### config.mk
export PLATFORM = sky130hd
export DESIGN_NAME = kalman_filter_1d_core
export DESIGN_NICKNAME = d
export VERILOG_FILES = /design/src/hw/rtl/kf1d_pkg.sv /design/src/hw/rtl/kf1d_ctrl.sv /design/src/hw/rtl/kf1d_dp.sv /design/src/hw/rtl/kalman_filter_1d_core.sv
export SDC_FILE = /design/constraint.sdc
export NUM_CORES = 2
export LEC_CHECK = 0
export ABC_CLOCK_PERIOD_IN_PS = 13500
export BUFFER_PORTS_ARGS = -buffer_cell sky130_fd_sc_hd__clkbuf_2
export CAP_MARGIN = 20
export CORE_MARGIN = 2
export CORE_UTILIZATION = 44
export DETAILED_ROUTE_END_ITERATION = 16
export PLACE_DENSITY = 0.7
export SETUP_SLACK_MARGIN = 0.02
export SYNTH_ARGS = -nofsm -noshare
export SYNTH_HDL_FRONTEND = slang
export SYNTH_HIERARCHICAL = 1
export SYNTH_SLANG_ARGS = --single-unit
### constraint.sdc
create_clock -name clock -period 13.5 [get_ports clock]
set_clock_uncertainty 0.15 [all_clocks]
set_input_delay 0.675 -clock clock [delete_from_list [all_inputs] [get_ports clock]]
set_output_delay 0.675 -clock clock [all_outputs]
set_load 0.005 [all_outputs]
### src/hw/rtl/kf1d_pkg.sv
// Shared types and constants of the one-dimensional Kalman filter core.
package kf1d_pkg;

   localparam int DATA_WIDTH      = 32;
   localparam int PROD_WIDTH      = 2 * DATA_WIDTH;
   localparam int CSR_INDEX_WIDTH = 8;
   localparam int DIV_STEPS       = DATA_WIDTH;
   localparam int DIV_COUNT_WIDTH = $clog2(DIV_STEPS);

   localparam logic [CSR_INDEX_WIDTH-1:0] REG_SENSOR_VARIANCE  = 8'd0;
   localparam logic [CSR_INDEX_WIDTH-1:0] REG_MOTION_VARIANCE  = 8'd1;
   localparam logic [CSR_INDEX_WIDTH-1:0] REG_INITIAL_MEAN     = 8'd2;
   localparam logic [CSR_INDEX_WIDTH-1:0] REG_INITIAL_VARIANCE = 8'd3;

   localparam logic [DATA_WIDTH-1:0] SENSOR_VARIANCE_RESET  = 32'h0001_0000;
   localparam logic [DATA_WIDTH-1:0] MOTION_VARIANCE_RESET  = 32'h0001_0000;
   localparam logic [DATA_WIDTH-1:0] INITIAL_MEAN_RESET     = 32'h0000_0000;
   localparam logic [DATA_WIDTH-1:0] INITIAL_VARIANCE_RESET = 32'h0001_0000;

   localparam logic [DATA_WIDTH-1:0] MEAN_MAX = 32'h7FFF_FFFF;
   localparam logic [DATA_WIDTH-1:0] MEAN_MIN = 32'h8000_0000;
   localparam logic [DATA_WIDTH-1:0] VAR_MAX  = 32'hFFFF_FFFF;

   typedef struct packed {
      logic capture;
      logic prep;
      logic mul_en;
      logic mul_var;
      logic div_load;
      logic div_step;
      logic save_mean;
      logic finish;
   } kf1d_cmd_type;

   typedef struct packed {
      logic denom_zero;
      logic out_free;
   } kf1d_status_type;

endpackage

### src/hw/rtl/kf1d_ctrl.sv
// Sequencer of the filter step: prepare, multiply, divide, finish.
module kf1d_ctrl (
   input  logic                      clock,
   input  logic                      reset,
   input  logic                      req_valid,
   output logic                      req_ready,
   input  kf1d_pkg::kf1d_status_type status,
   output kf1d_pkg::kf1d_cmd_type    cmd
);
   import kf1d_pkg::*;

   typedef enum logic [3:0] {
      ST_IDLE,
      ST_PREP,
      ST_MUL_MEAN,
      ST_LOAD_MEAN,
      ST_DIV_MEAN,
      ST_MUL_VAR,
      ST_LOAD_VAR,
      ST_DIV_VAR,
      ST_FINISH
   } state_type;

   state_type                  state_ff, state_in;
   logic [DIV_COUNT_WIDTH-1:0] count_ff, count_in;
   logic                       last_step;

   assign last_step = (count_ff == DIV_COUNT_WIDTH'(DIV_STEPS - 1));
   assign req_ready = (state_ff == ST_IDLE);

   always_comb begin
      state_in = state_ff;
      count_in = count_ff;
      cmd      = '0;
      unique case (state_ff)
         ST_IDLE: begin
            if (req_valid) begin
               cmd.capture = 1'b1;
               state_in    = ST_PREP;
            end
         end
         ST_PREP: begin
            cmd.prep = 1'b1;
            state_in = ST_MUL_MEAN;
         end
         ST_MUL_MEAN: begin
            cmd.mul_en = 1'b1;
            state_in   = status.denom_zero ? ST_FINISH : ST_LOAD_MEAN;
         end
         ST_LOAD_MEAN: begin
            cmd.div_load = 1'b1;
            count_in     = '0;
            state_in     = ST_DIV_MEAN;
         end
         ST_DIV_MEAN: begin
            cmd.div_step = 1'b1;
            count_in     = count_ff + 1'b1;
            if (last_step) begin
               state_in = ST_MUL_VAR;
            end
         end
         ST_MUL_VAR: begin
            cmd.save_mean = 1'b1;
            cmd.mul_en    = 1'b1;
            cmd.mul_var   = 1'b1;
            state_in      = ST_LOAD_VAR;
         end
         ST_LOAD_VAR: begin
            cmd.div_load = 1'b1;
            count_in     = '0;
            state_in     = ST_DIV_VAR;
         end
         ST_DIV_VAR: begin
            cmd.div_step = 1'b1;
            count_in     = count_ff + 1'b1;
            if (last_step) begin
               state_in = ST_FINISH;
            end
         end
         ST_FINISH: begin
            if (status.out_free) begin
               cmd.finish = 1'b1;
               state_in   = ST_IDLE;
            end
         end
         default: state_in = ST_IDLE;
      endcase
   end

   always_ff @(posedge clock) begin
      if (reset) begin
         state_ff <= ST_IDLE;
         count_ff <= '0;
      end else begin
         state_ff <= state_in;
         count_ff <= count_in;
      end
   end

endmodule

### src/hw/rtl/kf1d_dp.sv
// Datapath: registers, estimate, shared multiplier, restoring divider, result word.
module kf1d_dp (
   input  logic                                          clock,
   input  logic                                          reset,
   input  kf1d_pkg::kf1d_cmd_type                        cmd,
   output kf1d_pkg::kf1d_status_type                     status,
   input  logic                                          csr_valid,
   input  logic [kf1d_pkg::CSR_INDEX_WIDTH-1:0]          csr_index,
   input  logic [kf1d_pkg::DATA_WIDTH-1:0]               csr_data,
   input  logic signed [kf1d_pkg::DATA_WIDTH-1:0]        req_measured_position,
   input  logic signed [kf1d_pkg::DATA_WIDTH-1:0]        req_motion_offset,
   input  logic                                          req_restart,
   output logic                                          rsp_valid,
   input  logic                                          rsp_ready,
   output logic signed [kf1d_pkg::DATA_WIDTH-1:0]        rsp_fused_mean,
   output logic [kf1d_pkg::DATA_WIDTH-1:0]               rsp_fused_variance,
   output logic signed [kf1d_pkg::DATA_WIDTH-1:0]        rsp_predicted_mean,
   output logic [kf1d_pkg::DATA_WIDTH-1:0]               rsp_predicted_variance
);
   import kf1d_pkg::*;

   localparam int W = DATA_WIDTH;

   // configuration
   logic [W-1:0] sensor_var_ff, sensor_var_in;
   logic [W-1:0] motion_var_ff, motion_var_in;
   logic [W-1:0] init_mean_ff, init_mean_in;
   logic [W-1:0] init_var_ff, init_var_in;
   // estimate
   logic [W-1:0] est_mean_ff, est_mean_in;
   logic [W-1:0] est_var_ff, est_var_in;
   // working registers
   logic [W-1:0]          meas_ff, meas_in;
   logic [W-1:0]          offs_ff, offs_in;
   logic [W-1:0]          prior_ff, prior_in;
   logic [W-1:0]          pv_ff, pv_in;
   logic [W:0]            denom_ff, denom_in;
   logic                  neg_ff, neg_in;
   logic [W-1:0]          mag_ff, mag_in;
   logic [PROD_WIDTH-1:0] prod_ff, prod_in;
   logic [W:0]            rem_ff, rem_in;
   logic [W-1:0]          dvd_ff, dvd_in;
   logic [W-1:0]          fmean_ff, fmean_in;
   // result word
   logic          rsp_valid_ff, rsp_valid_in;
   logic [W-1:0]  out_fmean_ff, out_fmean_in;
   logic [W-1:0]  out_fvar_ff, out_fvar_in;
   logic [W-1:0]  out_pmean_ff, out_pmean_in;
   logic [W-1:0]  out_pvar_ff, out_pvar_in;

   logic [W:0]    diff;
   logic [W:0]    diff_neg;
   logic [W-1:0]  mul_a;
   logic [W+1:0]  trial;
   logic [W+1:0]  trial_sub;
   logic          trial_ge;
   logic [W+1:0]  corr_sum;
   logic [W-1:0]  fused_var;
   logic [W:0]    pmean_sum;
   logic [W-1:0]  pmean_sat;
   logic [W:0]    pvar_sum;
   logic [W-1:0]  pvar_sat;

   assign status.denom_zero = (denom_ff == '0);
   assign status.out_free   = !rsp_valid_ff || rsp_ready;

   assign diff     = {meas_ff[W-1], meas_ff} - {prior_ff[W-1], prior_ff};
   assign diff_neg = -diff;
   assign mul_a    = cmd.mul_var ? sensor_var_ff : mag_ff;

   assign trial     = {rem_ff, dvd_ff[W-1]};
   assign trial_ge  = (trial >= {1'b0, denom_ff});
   assign trial_sub = trial - {1'b0, denom_ff};

   assign corr_sum = neg_ff ? ({{2{prior_ff[W-1]}}, prior_ff} - {2'b00, dvd_ff})
                            : ({{2{prior_ff[W-1]}}, prior_ff} + {2'b00, dvd_ff});

   assign fused_var = status.denom_zero ? '0 : dvd_ff;
   assign pmean_sum = {fmean_ff[W-1], fmean_ff} + {offs_ff[W-1], offs_ff};
   assign pmean_sat = (pmean_sum[W] != pmean_sum[W-1])
                      ? (pmean_sum[W] ? MEAN_MIN : MEAN_MAX) : pmean_sum[W-1:0];
   assign pvar_sum  = {1'b0, fused_var} + {1'b0, motion_var_ff};
   assign pvar_sat  = pvar_sum[W] ? VAR_MAX : pvar_sum[W-1:0];

   always_comb begin
      sensor_var_in = sensor_var_ff;
      motion_var_in = motion_var_ff;
      init_mean_in  = init_mean_ff;
      init_var_in   = init_var_ff;
      if (csr_valid) begin
         unique case (csr_index)
            REG_SENSOR_VARIANCE:  sensor_var_in = csr_data;
            REG_MOTION_VARIANCE:  motion_var_in = csr_data;
            REG_INITIAL_MEAN:     init_mean_in  = csr_data;
            REG_INITIAL_VARIANCE: init_var_in   = csr_data;
            default: ;
         endcase
      end
   end

   always_comb begin
      meas_in      = meas_ff;
      offs_in      = offs_ff;
      prior_in     = prior_ff;
      pv_in        = pv_ff;
      denom_in     = denom_ff;
      neg_in       = neg_ff;
      mag_in       = mag_ff;
      prod_in      = prod_ff;
      rem_in       = rem_ff;
      dvd_in       = dvd_ff;
      fmean_in     = fmean_ff;
      est_mean_in  = est_mean_ff;
      est_var_in   = est_var_ff;
      out_fmean_in = out_fmean_ff;
      out_fvar_in  = out_fvar_ff;
      out_pmean_in = out_pmean_ff;
      out_pvar_in  = out_pvar_ff;
      rsp_valid_in = rsp_valid_ff && !rsp_ready;
      if (cmd.capture) begin
         meas_in  = req_measured_position;
         offs_in  = req_motion_offset;
         prior_in = req_restart ? init_mean_ff : est_mean_ff;
         pv_in    = req_restart ? init_var_ff : est_var_ff;
      end
      if (cmd.prep) begin
         denom_in = {1'b0, pv_ff} + {1'b0, sensor_var_ff};
         neg_in   = diff[W];
         mag_in   = diff[W] ? diff_neg[W-1:0] : diff[W-1:0];
         fmean_in = prior_ff;
      end
      if (cmd.mul_en) begin
         prod_in = {{W{1'b0}}, mul_a} * {{W{1'b0}}, pv_ff};
      end
      // quotient fits in W bits, so the upper half starts as the remainder
      if (cmd.div_load) begin
         rem_in = {1'b0, prod_ff[PROD_WIDTH-1:W]};
         dvd_in = prod_ff[W-1:0];
      end
      if (cmd.div_step) begin
         rem_in = trial_ge ? trial_sub[W:0] : trial[W:0];
         dvd_in = {dvd_ff[W-2:0], trial_ge};
      end
      if (cmd.save_mean) begin
         fmean_in = corr_sum[W-1:0];
      end
      if (cmd.finish) begin
         est_mean_in  = pmean_sat;
         est_var_in   = pvar_sat;
         out_fmean_in = fmean_ff;
         out_fvar_in  = fused_var;
         out_pmean_in = pmean_sat;
         out_pvar_in  = pvar_sat;
         rsp_valid_in = 1'b1;
      end
   end

   always_ff @(posedge clock) begin
      if (reset) begin
         sensor_var_ff <= SENSOR_VARIANCE_RESET;
         motion_var_ff <= MOTION_VARIANCE_RESET;
         init_mean_ff  <= INITIAL_MEAN_RESET;
         init_var_ff   <= INITIAL_VARIANCE_RESET;
         est_mean_ff   <= INITIAL_MEAN_RESET;
         est_var_ff    <= INITIAL_VARIANCE_RESET;
         rsp_valid_ff  <= 1'b0;
      end else begin
         sensor_var_ff <= sensor_var_in;
         motion_var_ff <= motion_var_in;
         init_mean_ff  <= init_mean_in;
         init_var_ff   <= init_var_in;
         est_mean_ff   <= est_mean_in;
         est_var_ff    <= est_var_in;
         rsp_valid_ff  <= rsp_valid_in;
      end
   end

   always_ff @(posedge clock) begin
      meas_ff      <= meas_in;
      offs_ff      <= offs_in;
      prior_ff     <= prior_in;
      pv_ff        <= pv_in;
      denom_ff     <= denom_in;
      neg_ff       <= neg_in;
      mag_ff       <= mag_in;
      prod_ff      <= prod_in;
      rem_ff       <= rem_in;
      dvd_ff       <= dvd_in;
      fmean_ff     <= fmean_in;
      out_fmean_ff <= out_fmean_in;
      out_fvar_ff  <= out_fvar_in;
      out_pmean_ff <= out_pmean_in;
      out_pvar_ff  <= out_pvar_in;
   end

   assign rsp_valid              = rsp_valid_ff;
   assign rsp_fused_mean         = out_fmean_ff;
   assign rsp_fused_variance     = out_fvar_ff;
   assign rsp_predicted_mean     = out_pmean_ff;
   assign rsp_predicted_variance = out_pvar_ff;

   // quotient must fit in one word
   a_div_load_fits: assert property (@(posedge clock) disable iff (reset)
      cmd.div_load |-> ({1'b0, prod_ff[PROD_WIDTH-1:W]} < denom_ff))
      else $error("divider upper half not below divisor");

   a_rem_below_denom: assert property (@(posedge clock) disable iff (reset)
      cmd.div_step |-> (rem_ff < denom_ff))
      else $error("divider remainder out of range");

   // fused variance never exceeds either input variance
   a_fused_var_bound: assert property (@(posedge clock) disable iff (reset)
      (cmd.finish && !status.denom_zero) |-> (dvd_ff <= pv_ff && dvd_ff <= sensor_var_ff))
      else $error("fused variance above an input variance");

   a_no_overwrite: assert property (@(posedge clock) disable iff (reset)
      (rsp_valid_ff && !rsp_ready) |-> !cmd.finish)
      else $error("result word overwritten while pending");

endmodule

### src/hw/rtl/kalman_filter_1d_core.sv
// Top level of the one-dimensional Kalman filter core.
//
// Request channel (req_*): measured position, motion offset and a restart flag,
// taken with valid/ready. One word is processed at a time; req_ready is high
// while the core is idle.
// Response channel (rsp_*): fused and predicted mean and variance, held in an
// output register until taken. A stalled receiver does not stop the next
// request from being accepted; the core only waits at the end of that request
// until the pending word has been taken.
// Configuration channel (csr_*): index 0 sensor variance, 1 motion variance,
// 2 initial mean, 3 initial variance; other indexes are ignored. Always ready.
// Each request runs two 32-step restoring divisions on one shared divider and one
// shared 32x32 multiplier; both divisions are skipped when the prior and sensor
// variances are both zero. A new request is taken only once the last one is done.
// Reset (synchronous) loads the register defaults (variances 1.0, mean 0)
// into the configuration and the estimate, and clears any pending response.
module kalman_filter_1d_core (
   input  logic                                   clock,
   input  logic                                   reset,
   input  logic                                   csr_valid,
   output logic                                   csr_ready,
   input  logic [kf1d_pkg::CSR_INDEX_WIDTH-1:0]   csr_index,
   input  logic [kf1d_pkg::DATA_WIDTH-1:0]        csr_data,
   input  logic                                   req_valid,
   output logic                                   req_ready,
   input  logic signed [kf1d_pkg::DATA_WIDTH-1:0] req_measured_position,
   input  logic signed [kf1d_pkg::DATA_WIDTH-1:0] req_motion_offset,
   input  logic                                   req_restart,
   output logic                                   rsp_valid,
   input  logic                                   rsp_ready,
   output logic signed [kf1d_pkg::DATA_WIDTH-1:0] rsp_fused_mean,
   output logic [kf1d_pkg::DATA_WIDTH-1:0]        rsp_fused_variance,
   output logic signed [kf1d_pkg::DATA_WIDTH-1:0] rsp_predicted_mean,
   output logic [kf1d_pkg::DATA_WIDTH-1:0]        rsp_predicted_variance
);
   import kf1d_pkg::*;

   kf1d_cmd_type    cmd;
   kf1d_status_type status;

   assign csr_ready = 1'b1;

   kf1d_ctrl u_ctrl (
      .clock     (clock),
      .reset     (reset),
      .req_valid (req_valid),
      .req_ready (req_ready),
      .status    (status),
      .cmd       (cmd)
   );

   kf1d_dp u_dp (
      .clock                  (clock),
      .reset                  (reset),
      .cmd                    (cmd),
      .status                 (status),
      .csr_valid              (csr_valid),
      .csr_index              (csr_index),
      .csr_data               (csr_data),
      .req_measured_position  (req_measured_position),
      .req_motion_offset      (req_motion_offset),
      .req_restart            (req_restart),
      .rsp_valid              (rsp_valid),
      .rsp_ready              (rsp_ready),
      .rsp_fused_mean         (rsp_fused_mean),
      .rsp_fused_variance     (rsp_fused_variance),
      .rsp_predicted_mean     (rsp_predicted_mean),
      .rsp_predicted_variance (rsp_predicted_variance)
   );

endmodule
==> flow_summary.ini <==
[status]
outcome = finished clean

[synth]
synth_compound_gate_area_share_pct = 9.12
synthTopCellsByArea = fa_1 (26%), edfxtp_1 (21%), ha_1 (8.4%)
syn_avg_cell_area_sq_um = 9.82
synthAdderAreaFrac_pct = 34.8
yosysMostFrequentCell = inv_1
ys_types = 99
ys.flop_type = edfxtp_1
synth_edf_count = 483
synth_top_family_by_area = adder cells
syn_inst = 6998
syn_area_sq_um = 68700
seq_area_frac_synth_pct = 27.0
yosysTopAreaCell = fa_1
yosys_warnings = 6
syn_nets = 8469
synth_seq_cells = 685
yosys.area_share.simple_pct = 15.2
muxShareOfSynthArea_pct = 2.75
async_flop_share_pct = 0
synth_top_area_share_pct = 26.3
synthTopCellsByCount = inv_1 (996), fa_1 (902), nand2_1 (849), and2_1 (627), edfxtp_1 (483)
synth_xor_area_share_pct = 3.62

[clock_tree]
clk_pin_slew_worst_paths_ns = 0.06
post_cts_buffers = 0
ctsHoldBuffers = 0
cts_tree = done
cts_buffers = 74
cts_resized = 0
h-tree-depth = 3
cts_buffer_depth = 3
clock_sinks = 685
insertion_delay_ns = 0.63
clockRootBuffer = clkbuf_16

[floorplanning]
row_count = 145
ios = 241
fp.dieW_um = 399
core_area_sq_um = 156000
start_util_pct = 44.1
die_area_sq_um = 159000
die_h_um = 399

[timing]
rsz0062_at_grt = no
period_minus_slack_ns = 10.92
relSlewSlack_pct = 29.1
min_period_over_period_pct = 80.9
fmax_mhz = 91.6
worstMarginPinSlew_ns = 1.06
slew_violations = 0
finalSetupTns_ns = 0
setup_viol = 0
hold_slack_ns = 0.0704
hold_violations = 0

[final_layout]
fillers = 14453
drive_gt1_share_pct = 8.69
nets = 8513
syn_to_final_growth_pct = 8.12

[global_route]
antenna_found_initial = 15
grt_pass1_vias = 52346
grt_max_degree = 82
track_usage_pct = 25.7
grt_overflow = 0
grt_pass1_wl_mm = 313

[setup_path]
crit_slowest_cell = mux2_2
crit-reg2reg-launch = u_ctrl/state_ff[3]
reg2reg_to = u_dp/prod_ff[63]
crit_arrival_ns = 11.15
critPathRequiredTime_ns = 13.73
critPathCapture = u_dp/prod_ff[63]
path_class = reg -> reg
max_stage_delay_ns = 0.69
crit_fanout = 33
reg2reg_depth = 30
reg2reg_slack_ns = 2.58
crit_path_start = u_ctrl/state_ff[3]
crit_path_end_kind = flop
start_kind = flop
cpMostUsedCell = fa_1

[detailed_routing]
route.vias.total = 51293
drc = 0
via_per_inst = 5.60
first_pass_iters = 6
wire_per_inst_um = 22.2
drtIter0Drc = 4894
antenna_left = 0
wl_mm = 203

[place]
place_congestion = 0.968
place_hpwl_mm = 155
portBuffers = 239

[worst_hold_path]
hold_class = in -> reg

[flow_run]
maxCapViolCount = 0
==> critical path: cells and delay by family (launching register included) <==
kind / cells / cell delay (ns)
AOI/OAI and AO/OA: 11 / 2.92
xor gates and xnor gates: 1 / 0.15
adders and majority gates: 9 / 4.34
buffers and inverters: 5 / 0.62
DFF: 1 / 0.49
muxes: 1 / 0.69
and+or+nand+nor: 3 / 1.26
==> cell families (layout without fill, tap and decap cells) <==
group | Yosys count | in the layout
AO/OA/AOI/OAI | 1007 | 1007
flip-flops | 685 | 685
other | 1 | 3
XOR/XNOR | 283 | 283
adder cells (fa/ha/maj) | 1372 | 1372
multiplexers | 171 | 171
buffers and inverters | 1348 | 1453
AND/OR/NAND/NOR | 2131 | 2131
==> metrics by stage <==
step | cell area, sq um | util [%] | std cells | setup WS, ns
finish | 74300 | 47.7 | 9163 | 2.58
global placement | 71700 | 46.1 | 9022 | 2.77
global route | 74300 | 47.7 | 9162 | 2.08
floorplan | 68700 | - | 6998 | 4.07
CTS | 74200 | 47.7 | 9159 | 2.64
detailed placement | 71700 | 46.1 | 9022 | 2.67
==> cell usage in the layout (no fill, tap or decap), types with 77 or more instances in the layout <==
| cell type | Yosys | routed |
|---|---|---|
| a21o_1 | 125 | 125 |
| a21oi_1 | 405 | 404 |
| and2_1 | 627 | 627 |
| buf_4 | 6 | 77 |
| clkbuf_2 | 1 | 237 |
| dfxtp_1 | 202 | 202 |
| edfxtp_1 | 483 | 483 |
| fa_1 | 902 | 902 |
| ha_1 | 459 | 459 |
| inv_1 | 996 | 996 |
| mux2_2 | 128 | 128 |
| nand2_1 | 849 | 848 |
| nor2_1 | 291 | 286 |
| o21ai_0 | 166 | 166 |
| xnor2_1 | 203 | 203 |
| xor2_1 | 79 | 79 |
==> registers in the layout (all words and copies together), names as in the netlist, 5 cells and up <==
register,count
u_dp/fmean_ff,32
u_dp/rsp_fused_variance,32
u_dp/rsp_fused_mean,32
u_dp/prior_ff,32
u_ctrl/count_ff,5
u_dp/rem_ff,33
u_dp/mag_ff,32
u_dp/prod_ff,64
u_dp/init_mean_ff,32
u_dp/meas_ff,32
u_dp/init_var_ff,32
u_dp/est_mean_ff,32
u_dp/rsp_predicted_mean,32
u_dp/est_var_ff,32
u_dp/denom_ff,33
u_dp/sensor_var_ff,32
u_dp/dvd_ff,32
u_dp/offs_ff,32
u_dp/rsp_predicted_variance,32
u_dp/pv_ff,32
u_dp/motion_var_ff,32
==> layer usage <==
layer	vias to the layer above	wire length (um)	GRT usage [%]
li1	22736	-	-
met1	25986	85600	35.9
met2	2222	93600	40.9
met3	343	16400	3.68
met4	6	7840	9.04
met5	-	39	0
==> how the worst min path moves through the flow <==
| stage | slack (ns) | depth (start not counted) | to | startpoint |
|---|---|---|---|---|
| after floorplan | 0.27 | 2 | u_dp/est_mean_ff[16] | u_dp/est_mean_ff[16] |
| after global placement | 0.29 | 2 | u_dp/init_mean_ff[15] | u_dp/init_mean_ff[15] |
| after detailed placement | 0.30 | 2 | u_dp/init_var_ff[23] | u_dp/init_var_ff[23] |
| after CTS | 0.04 | 1 | u_dp/offs_ff[31] | req_motion_offset[31] |
| after global routing | 0.05 | 1 | u_dp/offs_ff[29] | req_motion_offset[29] |
| final | 0.07 | 1 | u_dp/offs_ff[7] | req_motion_offset[7] |
==> final cells by class <==
| class | count | area [sq um] | share of cell area [%] |
|---|---|---|---|
| multi-input combinational | 4965 | 45100 | 60.7 |
| sequential | 685 | 18500 | 25.0 |
| inverter | 998 | 3750 | 5.04 |
| tap | 2058 | 2570 | 3.47 |
| clock buffer | 100 | 2080 | 2.80 |
| timing repair buffer | 318 | 1840 | 2.47 |
| clock inverter | 37 | 405 | 0.546 |
| antenna | 2 | 5.00 | 0.00674 |
Power is not shown: default switching activity piles up to over one toggle a cycle in this logic, so the estimate is an artifact.
